===== src/design/blcm_pkg.sv =====
// Shared types, register indexes and event codes of the battery level and charge monitor.
package blcm_pkg;

	localparam int AddrWidth = 5;

	localparam logic [2:0] REG_RATIO    = 3'd0;
	localparam logic [2:0] REG_EMPTY    = 3'd1;
	localparam logic [2:0] REG_FULL     = 3'd2;
	localparam logic [2:0] REG_LOW      = 3'd3;
	localparam logic [2:0] REG_JUMP_EN  = 3'd4;
	localparam logic [2:0] REG_JUMP_DLT = 3'd5;

	localparam logic [2:0] EV_REPORT = 3'd0;
	localparam logic [2:0] EV_LOW    = 3'd1;
	localparam logic [2:0] EV_FULL   = 3'd2;
	localparam logic [2:0] EV_BEGIN  = 3'd3;
	localparam logic [2:0] EV_STOP   = 3'd4;

	localparam logic OP_SAMPLE = 1'b0;
	localparam logic OP_PIN    = 1'b1;

	typedef struct packed {
		logic [11:0] divider_ratio_q8;
		logic [15:0] empty_millivolts;
		logic [15:0] full_millivolts;
		logic [6:0]  low_percent;
		logic        jump_detect_enable;
		logic [15:0] jump_delta_millivolts;
	} cfg_t;

	typedef struct packed {
		logic        operation;
		logic        pin_level;
		logic [15:0] millivolts;
		logic        has_jump;
		logic [2:0]  jump_code;
	} job_t;

endpackage


===== src/design/blcm_front.sv =====
// Front part: accepts items, scales samples and classifies charge jumps.
module blcm_front (
	input  logic               clk,
	input  logic               arst_n,
	input  blcm_pkg::cfg_t     cfg,
	input  logic               s_tvalid,
	output logic               s_tready,
	input  logic               operation,
	input  logic [11:0]        sample_millivolts,
	input  logic               pin_level,
	output logic               push,
	output blcm_pkg::job_t     push_job,
	input  logic               push_ready
);

	logic        valid_s1;
	logic        op_s1;
	logic        pin_s1;
	logic [11:0] sample_s1;
	logic        valid_s2;
	logic        op_s2;
	logic        pin_s2;
	logic [15:0] v_s2;
	logic [15:0] prev_q;
	logic        chg_q;
	logic [23:0] product;
	logic [16:0] limit;
	logic        rise;
	logic        fall;
	logic        adv1;
	logic        adv2;

	assign product  = {12'd0, sample_s1} * {12'd0, cfg.divider_ratio_q8};
	assign adv2     = valid_s2 && push_ready;
	assign adv1     = valid_s1 && (!valid_s2 || adv2);
	assign s_tready = !valid_s1 || adv1;
	assign limit    = {1'b0, prev_q} + {1'b0, cfg.jump_delta_millivolts};
	assign rise     = {1'b0, v_s2} > limit;
	assign fall     = v_s2 <= prev_q;

	always_comb begin
		push_job.operation  = op_s2;
		push_job.pin_level  = pin_s2;
		push_job.millivolts = (op_s2 == blcm_pkg::OP_PIN) ? 16'd0 : v_s2;
		push_job.has_jump   = 1'b0;
		push_job.jump_code  = blcm_pkg::EV_BEGIN;
		if (op_s2 == blcm_pkg::OP_PIN) begin
			push_job.has_jump  = 1'b1;
			push_job.jump_code = pin_s2 ? blcm_pkg::EV_BEGIN : blcm_pkg::EV_STOP;
		end else if (cfg.jump_detect_enable) begin
			if (rise) begin
				push_job.has_jump  = !chg_q;
				push_job.jump_code = blcm_pkg::EV_BEGIN;
			end else if (fall && chg_q) begin
				push_job.has_jump  = 1'b1;
				push_job.jump_code = blcm_pkg::EV_STOP;
			end
		end
	end

	assign push = valid_s2;

	always_ff @(posedge clk or negedge arst_n) begin
		if (!arst_n) begin
			valid_s1 <= 1'b0;
			valid_s2 <= 1'b0;
			prev_q   <= 16'd0;
			chg_q    <= 1'b0;
		end else begin
			if (s_tvalid && s_tready) begin
				valid_s1 <= 1'b1;
			end else if (adv1) begin
				valid_s1 <= 1'b0;
			end
			if (adv1) begin
				valid_s2 <= 1'b1;
			end else if (adv2) begin
				valid_s2 <= 1'b0;
			end
			if (adv2 && op_s2 == blcm_pkg::OP_SAMPLE) begin
				prev_q <= v_s2;
				if (cfg.jump_detect_enable) begin
					if (rise) begin
						chg_q <= 1'b1;
					end else if (fall) begin
						chg_q <= 1'b0;
					end
				end
			end
		end
	end

	always_ff @(posedge clk) begin
		if (s_tvalid && s_tready) begin
			op_s1     <= operation;
			pin_s1    <= pin_level;
			sample_s1 <= sample_millivolts;
		end
		if (adv1) begin
			op_s2  <= op_s1;
			pin_s2 <= pin_s1;
			v_s2   <= product[23:8];
		end
	end

endmodule


===== src/design/blcm_queue.sv =====
// Two-entry job queue between the front and back parts.
module blcm_queue (
	input  logic           clk,
	input  logic           arst_n,
	input  logic           push,
	input  blcm_pkg::job_t push_job,
	output logic           push_ready,
	input  logic           pop,
	output logic           pop_valid,
	output blcm_pkg::job_t pop_job
);

	blcm_pkg::job_t slot_q [2];
	logic [1:0]     count_q;
	logic           wr_q;
	logic           rd_q;
	logic           do_push;
	logic           do_pop;

	assign push_ready = count_q != 2'd2;
	assign pop_valid  = count_q != 2'd0;
	assign pop_job    = slot_q[rd_q];
	assign do_push    = push && push_ready;
	assign do_pop     = pop && pop_valid;

	always_ff @(posedge clk or negedge arst_n) begin
		if (!arst_n) begin
			count_q <= 2'd0;
			wr_q    <= 1'b0;
			rd_q    <= 1'b0;
		end else begin
			if (do_push) begin
				wr_q <= !wr_q;
			end
			if (do_pop) begin
				rd_q <= !rd_q;
			end
			if (do_push && !do_pop) begin
				count_q <= count_q + 2'd1;
			end else if (do_pop && !do_push) begin
				count_q <= count_q - 2'd1;
			end
		end
	end

	always_ff @(posedge clk) begin
		if (do_push) begin
			slot_q[wr_q] <= push_job;
		end
	end

endmodule


===== src/design/blcm_back.sv =====
// Back part: percent divider, low and full tests, and result sequencing.
module blcm_back (
	input  logic           clk,
	input  logic           arst_n,
	input  blcm_pkg::cfg_t cfg,
	input  logic           pop_valid,
	input  blcm_pkg::job_t pop_job,
	output logic           pop,
	output logic           m_tvalid,
	input  logic           m_tready,
	output logic [2:0]     event_code,
	output logic [15:0]    battery_millivolts,
	output logic [6:0]     percent,
	output logic           last_of_run
);

	typedef enum logic [1:0] {
		B_IDLE,
		B_SETUP,
		B_DIV,
		B_EMIT
	} bstate_t;

	bstate_t        state_q;
	blcm_pkg::job_t job_q;
	logic [22:0]    num_q;
	logic [22:0]    rem_q;
	logic [22:0]    dsh_q;
	logic [15:0]    den_q;
	logic [22:0]    lowprod_q;
	logic [5:0]     quo_q;
	logic [2:0]     cnt_q;
	logic           first_q;
	logic [6:0]     pct_q;
	logic [3:0]     pend_q;
	logic           m_valid_q;
	logic [2:0]     code_q;
	logic [15:0]    mv_q;
	logic [6:0]     pct_o_q;
	logic           last_q;

	logic           ge_full;
	logic           le_empty;
	logic [15:0]    diff;
	logic [15:0]    span;
	logic [22:0]    num;
	logic           qbit;
	logic           out_free;
	logic [3:0]     pick;
	logic [2:0]     pick_code;

	assign ge_full  = job_q.millivolts >= cfg.full_millivolts;
	assign le_empty = job_q.millivolts <= cfg.empty_millivolts;
	assign diff     = job_q.millivolts - cfg.empty_millivolts;
	assign span     = cfg.full_millivolts - cfg.empty_millivolts;
	assign num      = {1'b0, diff, 6'd0} + {2'b0, diff, 5'd0} + {5'd0, diff, 2'd0};
	assign qbit     = rem_q >= dsh_q;
	assign out_free = !m_valid_q || m_tready;
	assign pop      = (state_q == B_IDLE) && pop_valid;

	always_comb begin
		pick      = 4'b1000;
		pick_code = blcm_pkg::EV_FULL;
		if (pend_q[0]) begin
			pick      = 4'b0001;
			pick_code = job_q.jump_code;
		end else if (pend_q[1]) begin
			pick      = 4'b0010;
			pick_code = blcm_pkg::EV_REPORT;
		end else if (pend_q[2]) begin
			pick      = 4'b0100;
			pick_code = blcm_pkg::EV_LOW;
		end
	end

	always_ff @(posedge clk or negedge arst_n) begin
		if (!arst_n) begin
			state_q   <= B_IDLE;
			m_valid_q <= 1'b0;
			pend_q    <= 4'd0;
			cnt_q     <= 3'd0;
			first_q   <= 1'b0;
		end else begin
			if (m_tready) begin
				m_valid_q <= 1'b0;
			end
			case (state_q)
				B_IDLE: begin
					if (pop_valid) begin
						state_q <= B_SETUP;
					end
				end
				B_SETUP: begin
					if (job_q.operation == blcm_pkg::OP_PIN) begin
						pend_q  <= 4'b0001;
						state_q <= B_EMIT;
					end else if (ge_full) begin
						pend_q  <= {1'b1, 7'd100 <= cfg.low_percent, 1'b1, job_q.has_jump};
						state_q <= B_EMIT;
					end else if (le_empty) begin
						pend_q  <= {1'b0, 1'b1, 1'b1, job_q.has_jump};
						state_q <= B_EMIT;
					end else begin
						cnt_q   <= 3'd6;
						first_q <= 1'b1;
						state_q <= B_DIV;
					end
				end
				B_DIV: begin
					first_q <= 1'b0;
					cnt_q   <= cnt_q - 3'd1;
					if (cnt_q == 3'd0) begin
						pend_q  <= {1'b0, num_q <= lowprod_q, 1'b1, job_q.has_jump};
						state_q <= B_EMIT;
					end
				end
				B_EMIT: begin
					if (out_free) begin
						m_valid_q <= 1'b1;
						pend_q    <= pend_q & ~pick;
						if ((pend_q & ~pick) == 4'd0) begin
							state_q <= B_IDLE;
						end
					end
				end
				default: begin
					state_q <= B_IDLE;
				end
			endcase
		end
	end

	always_ff @(posedge clk) begin
		if (pop) begin
			job_q <= pop_job;
		end
		if (state_q == B_SETUP) begin
			num_q <= num;
			rem_q <= num;
			den_q <= span;
			dsh_q <= {1'b0, span, 6'd0};
			if (job_q.operation == blcm_pkg::OP_PIN) begin
				pct_q <= 7'd0;
			end else if (ge_full) begin
				pct_q <= 7'd100;
			end else if (le_empty) begin
				pct_q <= 7'd0;
			end
		end
		if (state_q == B_DIV) begin
			if (first_q) begin
				lowprod_q <= {16'd0, cfg.low_percent} * {7'd0, den_q};
			end
			if (qbit) begin
				rem_q <= rem_q - dsh_q;
			end
			dsh_q <= {1'b0, dsh_q[22:1]};
			quo_q <= {quo_q[4:0], qbit};
			if (cnt_q == 3'd0) begin
				pct_q <= {quo_q, qbit};
			end
		end
		if (state_q == B_EMIT && out_free) begin
			code_q  <= pick_code;
			mv_q    <= job_q.millivolts;
			pct_o_q <= pct_q;
			last_q  <= (pend_q & ~pick) == 4'd0;
		end
	end

	assign m_tvalid           = m_valid_q;
	assign event_code         = code_q;
	assign battery_millivolts = mv_q;
	assign percent            = pct_o_q;
	assign last_of_run        = last_q;

	a_div_nonzero: assert property (@(posedge clk) disable iff (!arst_n)
		state_q == B_DIV |-> den_q != 16'd0)
		else $error("percent divider running with zero span");

	a_emit_pending: assert property (@(posedge clk) disable iff (!arst_n)
		state_q == B_EMIT |-> pend_q != 4'd0)
		else $error("emit state with no result pending");

	a_pct_range: assert property (@(posedge clk) disable iff (!arst_n)
		m_valid_q |-> pct_o_q <= 7'd100)
		else $error("percent above one hundred");

	a_div_exit: assert property (@(posedge clk) disable iff (!arst_n)
		state_q == B_DIV && cnt_q == 3'd0 |=> state_q == B_EMIT)
		else $error("divider did not hand over to emit");

endmodule


===== src/design/battery_level_charge_monitor.sv =====
// Top level of the battery level and charge monitor with its register file.
//
// Input beats arrive on the s_ group: tuser is the operation (0 sample, 1 pin edge),
// tdata holds the ADC millivolts and the pin level. Each beat yields one to four
// result beats on the m_ group, the last one of a beat's run marked by tlast.
// A sample is scaled by the divider ratio, checked for a charging jump against
// the previous sample, and reported with its percent, then low and full events.
// The front stages s1 and s2 are registered, then a two-entry queue feeds the back part.
// The back part takes a pin edge or a clamped sample from setup straight to emit, and
// a sample between empty and full through the seven-step percent divider, which sets
// the figure, before it emits the result beats of that input beat in turn.
// The front keeps accepting while the queue has room, so a stalled receiver
// holds the output register and fills the queue before s_tready drops.
// Write registers over the APB port only while idle; the block does not enforce this.
// Reset loads the register defaults, clears the previous sample and the
// charging flag, and empties the pipeline and queue.
module battery_level_charge_monitor (
	input  logic                           clk,
	input  logic                           arst_n,
	input  logic                           psel,
	input  logic                           penable,
	input  logic                           pwrite,
	input  logic [blcm_pkg::AddrWidth-1:0] paddr,
	input  logic [31:0]                    pwdata,
	output logic [31:0]                    prdata,
	output logic                           pready,
	input  logic                           s_tvalid,
	output logic                           s_tready,
	input  logic [15:0]                    s_tdata,  // sample_millivolts[11:0], pin_level[12], zero
	input  logic                           s_tuser,  // operation
	output logic                           m_tvalid,
	input  logic                           m_tready,
	output logic [23:0]                    m_tdata,  // battery_millivolts[15:0], percent[22:16], zero
	output logic [2:0]                     m_tuser,  // event_code
	output logic                           m_tlast
);

	blcm_pkg::cfg_t cfg_q;
	blcm_pkg::job_t push_job;
	blcm_pkg::job_t pop_job;
	logic           push;
	logic           push_ready;
	logic           pop;
	logic           pop_valid;
	logic [15:0]    mv;
	logic [6:0]     pct;
	logic           wr_en;

	assign pready = 1'b1;
	assign wr_en  = psel && penable && pwrite && pready;

	always_ff @(posedge clk or negedge arst_n) begin
		if (!arst_n) begin
			cfg_q.divider_ratio_q8      <= 12'd512;
			cfg_q.empty_millivolts      <= 16'd3000;
			cfg_q.full_millivolts       <= 16'd4200;
			cfg_q.low_percent           <= 7'd20;
			cfg_q.jump_detect_enable    <= 1'b1;
			cfg_q.jump_delta_millivolts <= 16'd100;
		end else if (wr_en) begin
			case (paddr[4:2])
				blcm_pkg::REG_RATIO:    cfg_q.divider_ratio_q8      <= pwdata[11:0];
				blcm_pkg::REG_EMPTY:    cfg_q.empty_millivolts      <= pwdata[15:0];
				blcm_pkg::REG_FULL:     cfg_q.full_millivolts       <= pwdata[15:0];
				blcm_pkg::REG_LOW:      cfg_q.low_percent           <= pwdata[6:0];
				blcm_pkg::REG_JUMP_EN:  cfg_q.jump_detect_enable    <= pwdata[0];
				blcm_pkg::REG_JUMP_DLT: cfg_q.jump_delta_millivolts <= pwdata[15:0];
				default: begin
				end
			endcase
		end
	end

	always_comb begin
		case (paddr[4:2])
			blcm_pkg::REG_RATIO:    prdata = {20'd0, cfg_q.divider_ratio_q8};
			blcm_pkg::REG_EMPTY:    prdata = {16'd0, cfg_q.empty_millivolts};
			blcm_pkg::REG_FULL:     prdata = {16'd0, cfg_q.full_millivolts};
			blcm_pkg::REG_LOW:      prdata = {25'd0, cfg_q.low_percent};
			blcm_pkg::REG_JUMP_EN:  prdata = {31'd0, cfg_q.jump_detect_enable};
			blcm_pkg::REG_JUMP_DLT: prdata = {16'd0, cfg_q.jump_delta_millivolts};
			default:                prdata = 32'd0;
		endcase
	end

	blcm_front u_front (
		.clk               (clk),
		.arst_n            (arst_n),
		.cfg               (cfg_q),
		.s_tvalid          (s_tvalid),
		.s_tready          (s_tready),
		.operation         (s_tuser),
		.sample_millivolts (s_tdata[11:0]),
		.pin_level         (s_tdata[12]),
		.push              (push),
		.push_job          (push_job),
		.push_ready        (push_ready)
	);

	blcm_queue u_queue (
		.clk        (clk),
		.arst_n     (arst_n),
		.push       (push),
		.push_job   (push_job),
		.push_ready (push_ready),
		.pop        (pop),
		.pop_valid  (pop_valid),
		.pop_job    (pop_job)
	);

	blcm_back u_back (
		.clk                (clk),
		.arst_n             (arst_n),
		.cfg                (cfg_q),
		.pop_valid          (pop_valid),
		.pop_job            (pop_job),
		.pop                (pop),
		.m_tvalid           (m_tvalid),
		.m_tready           (m_tready),
		.event_code         (m_tuser),
		.battery_millivolts (mv),
		.percent            (pct),
		.last_of_run        (m_tlast)
	);

	assign m_tdata = {1'b0, pct, mv};

endmodule


===== config.mk =====
export PLATFORM = sky130hd
export DESIGN_NAME = battery_level_charge_monitor
export DESIGN_NICKNAME = d
export VERILOG_FILES = /design/src/design/blcm_pkg.sv /design/src/design/blcm_front.sv /design/src/design/blcm_queue.sv /design/src/design/blcm_back.sv /design/src/design/battery_level_charge_monitor.sv
export SDC_FILE = /design/constraint.sdc
export NUM_CORES = 1
export LEC_CHECK = 0
export BUFFER_PORTS_ARGS = -buffer_cell sky130_fd_sc_hd__buf_2
export CORE_AREA = 2 2 336 205
export DETAILED_ROUTE_END_ITERATION = 8
export DIE_AREA = 0 0 338 207
export REMOVE_ABC_BUFFERS = 1
export SKIP_CTS_REPAIR_TIMING = 1
export SYNTH_ARGS = -nofsm -noshare
export SYNTH_HDL_FRONTEND = slang
export SYNTH_SLANG_ARGS = --single-unit

===== constraint.sdc =====
create_clock -name clk -period 8.95 [get_ports clk]
set_input_delay 1.79 -clock clk [delete_from_list [all_inputs] [get_ports clk]]
set_output_delay 1.79 -clock clk [all_outputs]
set_load 0.005 [all_outputs]

; ---- Word-level counts from Yosys, hierarchy flattened
; Memories as Yosys holds them, arrays and structs flattened. A register that Yosys moved wholly into a read port is not among the register bits.
; Cells that the tools add are included.
[word_totals]
regBits = 281
wordCells = 179
input_bits = 61
n_memories = 1
out_inout_bits = 63
mem_bits_rw = 44
[mem_list]
columns = name, depth, word_bits, rd, rd_ports_with_merged_regs, wr, line
row1 = u_queue.slot_q, 2, 22, 1, 1, 1, blcm_queue.sv:13  ; blcm_pkg::job_t slot_q [2];
[classes]
n_bitwise = 3
n_eq_ne = 17
add_sub_neg = 9
mul = 2
n_mux = 59
reduce_logical = 45
order_cmp = 7
[op_table]
columns = operator, count
row1 = 16-bit case mux with 6 select lines, 1
row2 = 23-bit 2-to-1 mux, 3
row3 = 4-bit 2-to-1 mux, 12
row4 = 7-bit 2-to-1 mux, 6
row5 = 16-bit less-or-equal comparator, 2
row6 = 16-bit subtractor, 2
row7 = 12-bit by 12-bit multiplier with 24-bit output, 1
row8 = 22-bit by 21-bit adder with 23-bit output, 1
row9 = 23-bit by 18-bit adder with 23-bit output, 1
row10 = 23-bit by 22-bit >= comparator with 1-bit output, 1
row11 = 23-bit less-or-equal comparator, 1
row12 = 7-bit by 16-bit multiplier with 23-bit output, 1
row13 = 23-bit by 22-bit subtractor with 23-bit output, 1
row14 = 22-bit 2-to-1 mux, 1
row15 = 21-bit 2-to-1 mux, 1
row16 = 2-bit 2-to-1 mux, 9
row17 = 3-bit 2-to-1 mux, 6
row18 = 16-bit by 16-bit adder with 17-bit output, 1
row19 = 16-bit by 17-bit > comparator with 1-bit output, 1
row20 = 16-bit >= comparator, 1
row21 = 16-bit 2-to-1 mux, 1
row22 = 1-bit 2-to-1 mux, 15
row23 = 2-bit AND reduction, 7
row24 = 1-bit logical AND, 12
row25 = other kinds (28), 54

; ---- Depth between registers and ports, before layout
[depth]
depth_word = 9
mapped_depth = 23
ltp_nobuf = 23

; ---- By module
; Synthesis repeated with hierarchy kept, for this count alone.
[unflattened]
hier_cells = 2575
area_unflattened_um2 = 27142.3
[modules_own_cells]
columns = mod, instances, cells_per_inst, area_each_um2, seq_area_each_um2
row1 = blcm_back, 1, 1409, 14312.5, 4959.8
row2 = blcm_front, 1, 830, 7733.7, 1436.4
row3 = battery_level_charge_monitor, 1, 250, 3308.2, 1724.2
row4 = blcm_queue, 1, 86, 1788.0, 1421.4

; ---- Worst setup path before layout
; OpenSTA, ideal clock, no wires.
[synth_path]
path_kind = register to register
from = register cfg_q[65] (netlist name)
to = register u_front.v_s2[15], data pin
setup_time_ps = 258
path_stages_with_launch = 21
setup_slack_ps = 3453
required_ps = 8692
period_less_slack_ps = 5497
t_arrival_ps = 5239
path_buffers = 1
cell_sequence = dfstp_2 clkbuf_1 nand2_1 fa_1 fa_1 inv_1 fa_1 fa_1 inv_1 fa_1 inv_1 ha_1 a21o_1 a21o_1 a21o_1 a31oi_1 a21oi_1 o211ai_1 nand2_1 a221o_1 xnor2_1
[synth_via]
elab_chain_len = 1
[synth_rtl]
columns = item, line
row1 = start: declaration, battery_level_charge_monitor.sv:38  ; blcm_pkg::cfg_t cfg_q;
row2 = 12-bit by 12-bit multiplier with 24-bit output, blcm_front.sv:33  ; assign product = {12'd0, sample_s1} * {12'd0, cfg.divider_ratio_q8};
row3 = net u_front.product[23], blcm_front.sv:26  ; logic [23:0] product;
row4 = end signal: assignment, blcm_front.sv:102  ; v_s2 <= product[23:8];
row5 = end: declaration, blcm_front.sv:23  ; logic [15:0] v_s2;
; The timed path passes the listed nets, and every way through them passes these cells.
; A chain may end at the register's enable or synchronous reset.

; ---- Worst setup path after layout
[layout_path]
from = register cfg_q[62] (netlist name)
to = register u_front.v_s2[15], data pin
; The elaborated chain is that of the path after synthesis.

==> impl_metrics.yaml <==
placed_design:
  gp_congestion: 0.895
  place_area_um2: 27900
  io_buffers: 84
  dpl.hpwl_mm: 53.5
floorplan:
  die_h_um: 207
  initial_core_util_pct: 39.6
  fp.dieW_um: 338
  fp.coreArea_um2: 67100
  row_count: 74
  io_pins: 124
  floorplan.die_area_um2: 70000
setup_path:
  setup.worst_path.end_class: "register"
  worst-path-buf-inv: 4
  crit_path_start_kind: "register"
  crit_family: "adder cells"
  crit_slowest_cell: "dfrtp_1"
  critPathMaxFanout: 14
  critPathRequiredTime_ns: 9.27
  crit_arrival_ns: 6.55
  max_stage_delay_ns: 0.63
  path_cells: "and2_1 > fa_1 > inv_1 > fa_1 > inv_1 > fa_1 > fa_1 > inv_1 > fa_1 > inv_1 > ha_1 > a21o_1 > a21o_1 > a21o_1 > a31oi_1 > a21oi_1 > o211ai_1 > nand2_1 > a221o_1 > xnor2_1"
  crit_top_cell: "fa_1"
  path_class: "reg -> reg"
final_layout:
  seq_area_um2: 9390
  drive_above_1_share_pct: 9.83
  postLayoutCellArea_um2: 29100
  nFillCells: 6398
  final_core_util_pct: 43.4
  layout.nets: 3191
  multi_input_area_um2: 15400
  syn_to_final_growth_pct: 9.62
logic_synthesis:
  synth_enable_flop_cells: 207
  ys_top_cells_by_area: "edfxtp_1, fa_1, ha_1, dfrtp_1, inv_1"
  synth.most_common_cell: "inv_1"
  synthArstFlopShare_pct: 30.1
  synthDistinctLibCells: 75
  ys.flop_type: "edfxtp_1"
  synth_area_um2: 26600
  ys.warnings.count: 0
  ys_seq_area_share_pct: 35.3
  avgSynthCellArea_um2: 10.1
  synthCells: 2621
  ys_seq_elements: 339
  synth_common_cells: "inv_1, ha_1, nand2_1, edfxtp_1, fa_1"
  yosysTopAreaCell: "edfxtp_1"
  synth_top_area_share_pct: 23.4
clock_tree:
  h-tree-depth: 2
  clock_latency_ns: 0.57
  clockRootBuffer: "clkbuf_16"
  clkSinkCount: 339
  numCtsBuffers: 37
  clkTransAtPathRegs_ns: 0.07
  clock_path_buffers: 3
  cts_tree: "done"
timing:
  maxSlewHeadroom_pct: 19.9
  skew_ns: 0.0389
  post-route-period-util_pct: 69.6
  tightestPinTransition_ns: 1.20
  rsz0062_at_grt: "no"
  final_max_slew_viol_count: 0
  fmax_mhz: 161
  setup-violations-final: 0
  hold_viol: 0
  tns_ns: 0
  post-route-min-period_ns: 6.23
global_route:
  globalRouteOverflowTotal: 0
  first_global_vias: 19200
  antenna_found_initial: 3
  grt_util_all_layers_pct: 20.0
  grt_max_degree: 62
  grt_pass1_wl_mm: 109
drt:
  finalWirelength_mm: 68.2
  first_pass_iters: 5
  drtIter0Drc: 1553
  drc_errors: 0
  via_per_inst: 5.27
  drt-wirelength-per-cell_um: 18.8
  detail-route-antenna-nets: 0
  vias: 19100
hold_path:
  min_path_type: "reg -> reg"
status:
  status: "completed"
run:
  maxCapViolCount: 0
==> cells by family (layout without fill, tap and decap cells) <==
family | after synthesis | after routing | share of synthesized area [%]
AOI/OAI and AO/OA | 438 | 438 | 10.4
and+or+nand+nor | 713 | 713 | 13.1
xor gates and xnor gates | 100 | 100 | 3.30
other | 2 | 22 | 0.0283
adders and majority gates | 451 | 451 | 26.5
DFF | 339 | 339 | 35.3
buffers and inverters | 473 | 543 | 6.94
muxes | 105 | 105 | 4.49
==> final timing paths <==
check	from	endpoint	slack (ns)	depth (start not counted)
setup / recovery	cfg_q[62]	u_front.v_s2[15]	2.72	20
hold / removal	u_front.op_s1	u_front.op_s2	0.42	0
setup reg to reg	cfg_q[62]	u_front.v_s2[15]	2.72	20
hold reg to reg	u_front.op_s1	u_front.op_s2	0.42	0
max in group asynchronous	arst_n	cfg_q[18]	6.43	2
min in group asynchronous	arst_n	u_front.prev_q[9]	1.25	1
==> registers in the layout, indices dropped and copies added, names as in the netlist, 3 cells and up <==
register and cells:
cfg_q 68, u_queue.slot_q 40, u_back.lowprod_q 23, u_back.rem_q 23, u_back.dsh_q 22, u_back.num_q 21
u_back.job_q 20, u_back.battery_millivolts 16, u_back.den_q 16, u_front.prev_q 16, u_front.v_s2 16, u_front.sample_s1 12
u_back.pct_q 7, u_back.percent 7, u_back.quo_q 6, u_back.pend_q 4, u_back.cnt_q 3, u_back.event_code 3
==> layer usage <==
layer	vias to the layer above	wire [um]	GRT usage, %	share of wire [%]
met5	-	0	0	0
met4	0	1080	3.79	1.6
met3	73	5600	4.32	8.2
met2	577	26900	27.1	40
met1	9517	34500	32.1	51
li1	8921	-	-	-
==> area by class of cell <==
type / instances / area share (%)
Clock inverter: 21 / 0.782
Clock buffer: 45 / 3.46
Sequential cell: 339 / 32.2
Timing Repair Buffer: 95 / 1.74
Tap cell: 912 / 3.92
Antenna cell: 4 / 0.0344
Multi-Input combinational cell: 1825 / 52.9
Inverter: 382 / 4.92
==> cells in the final DEF (no fill, tap or decap), types with 33 or more instances in the layout <==
master     instances
a21oi_1          112
nor2b_1           43
nor2_1           111
a21o_1            47
nand2_1          264
inv_1            381
nand3_1           37
mux2_2            73
ha_1             264
xnor2_1           68
clkbuf_16         38
nor3_1            33
fa_1             185
buf_2             83
o21ai_0          137
and2_1           130
edfxtp_1         207
dfrtp_1           84
==> stage by stage <==
step                std cells  worst slack [ns]  hold WS (ns)
finish                   3623              2.72         0.420
global placement         3553              2.80         0.406
CTS                      3619              2.80         0.411
detailed placement       3553              2.78         0.406
floorplan                2546              3.52         0.400
global route             3621              2.41         0.419
Power is left out: the tool's default activity adds up to more than one toggle a clock period on the data nets, which glitch-free logic cannot reach.
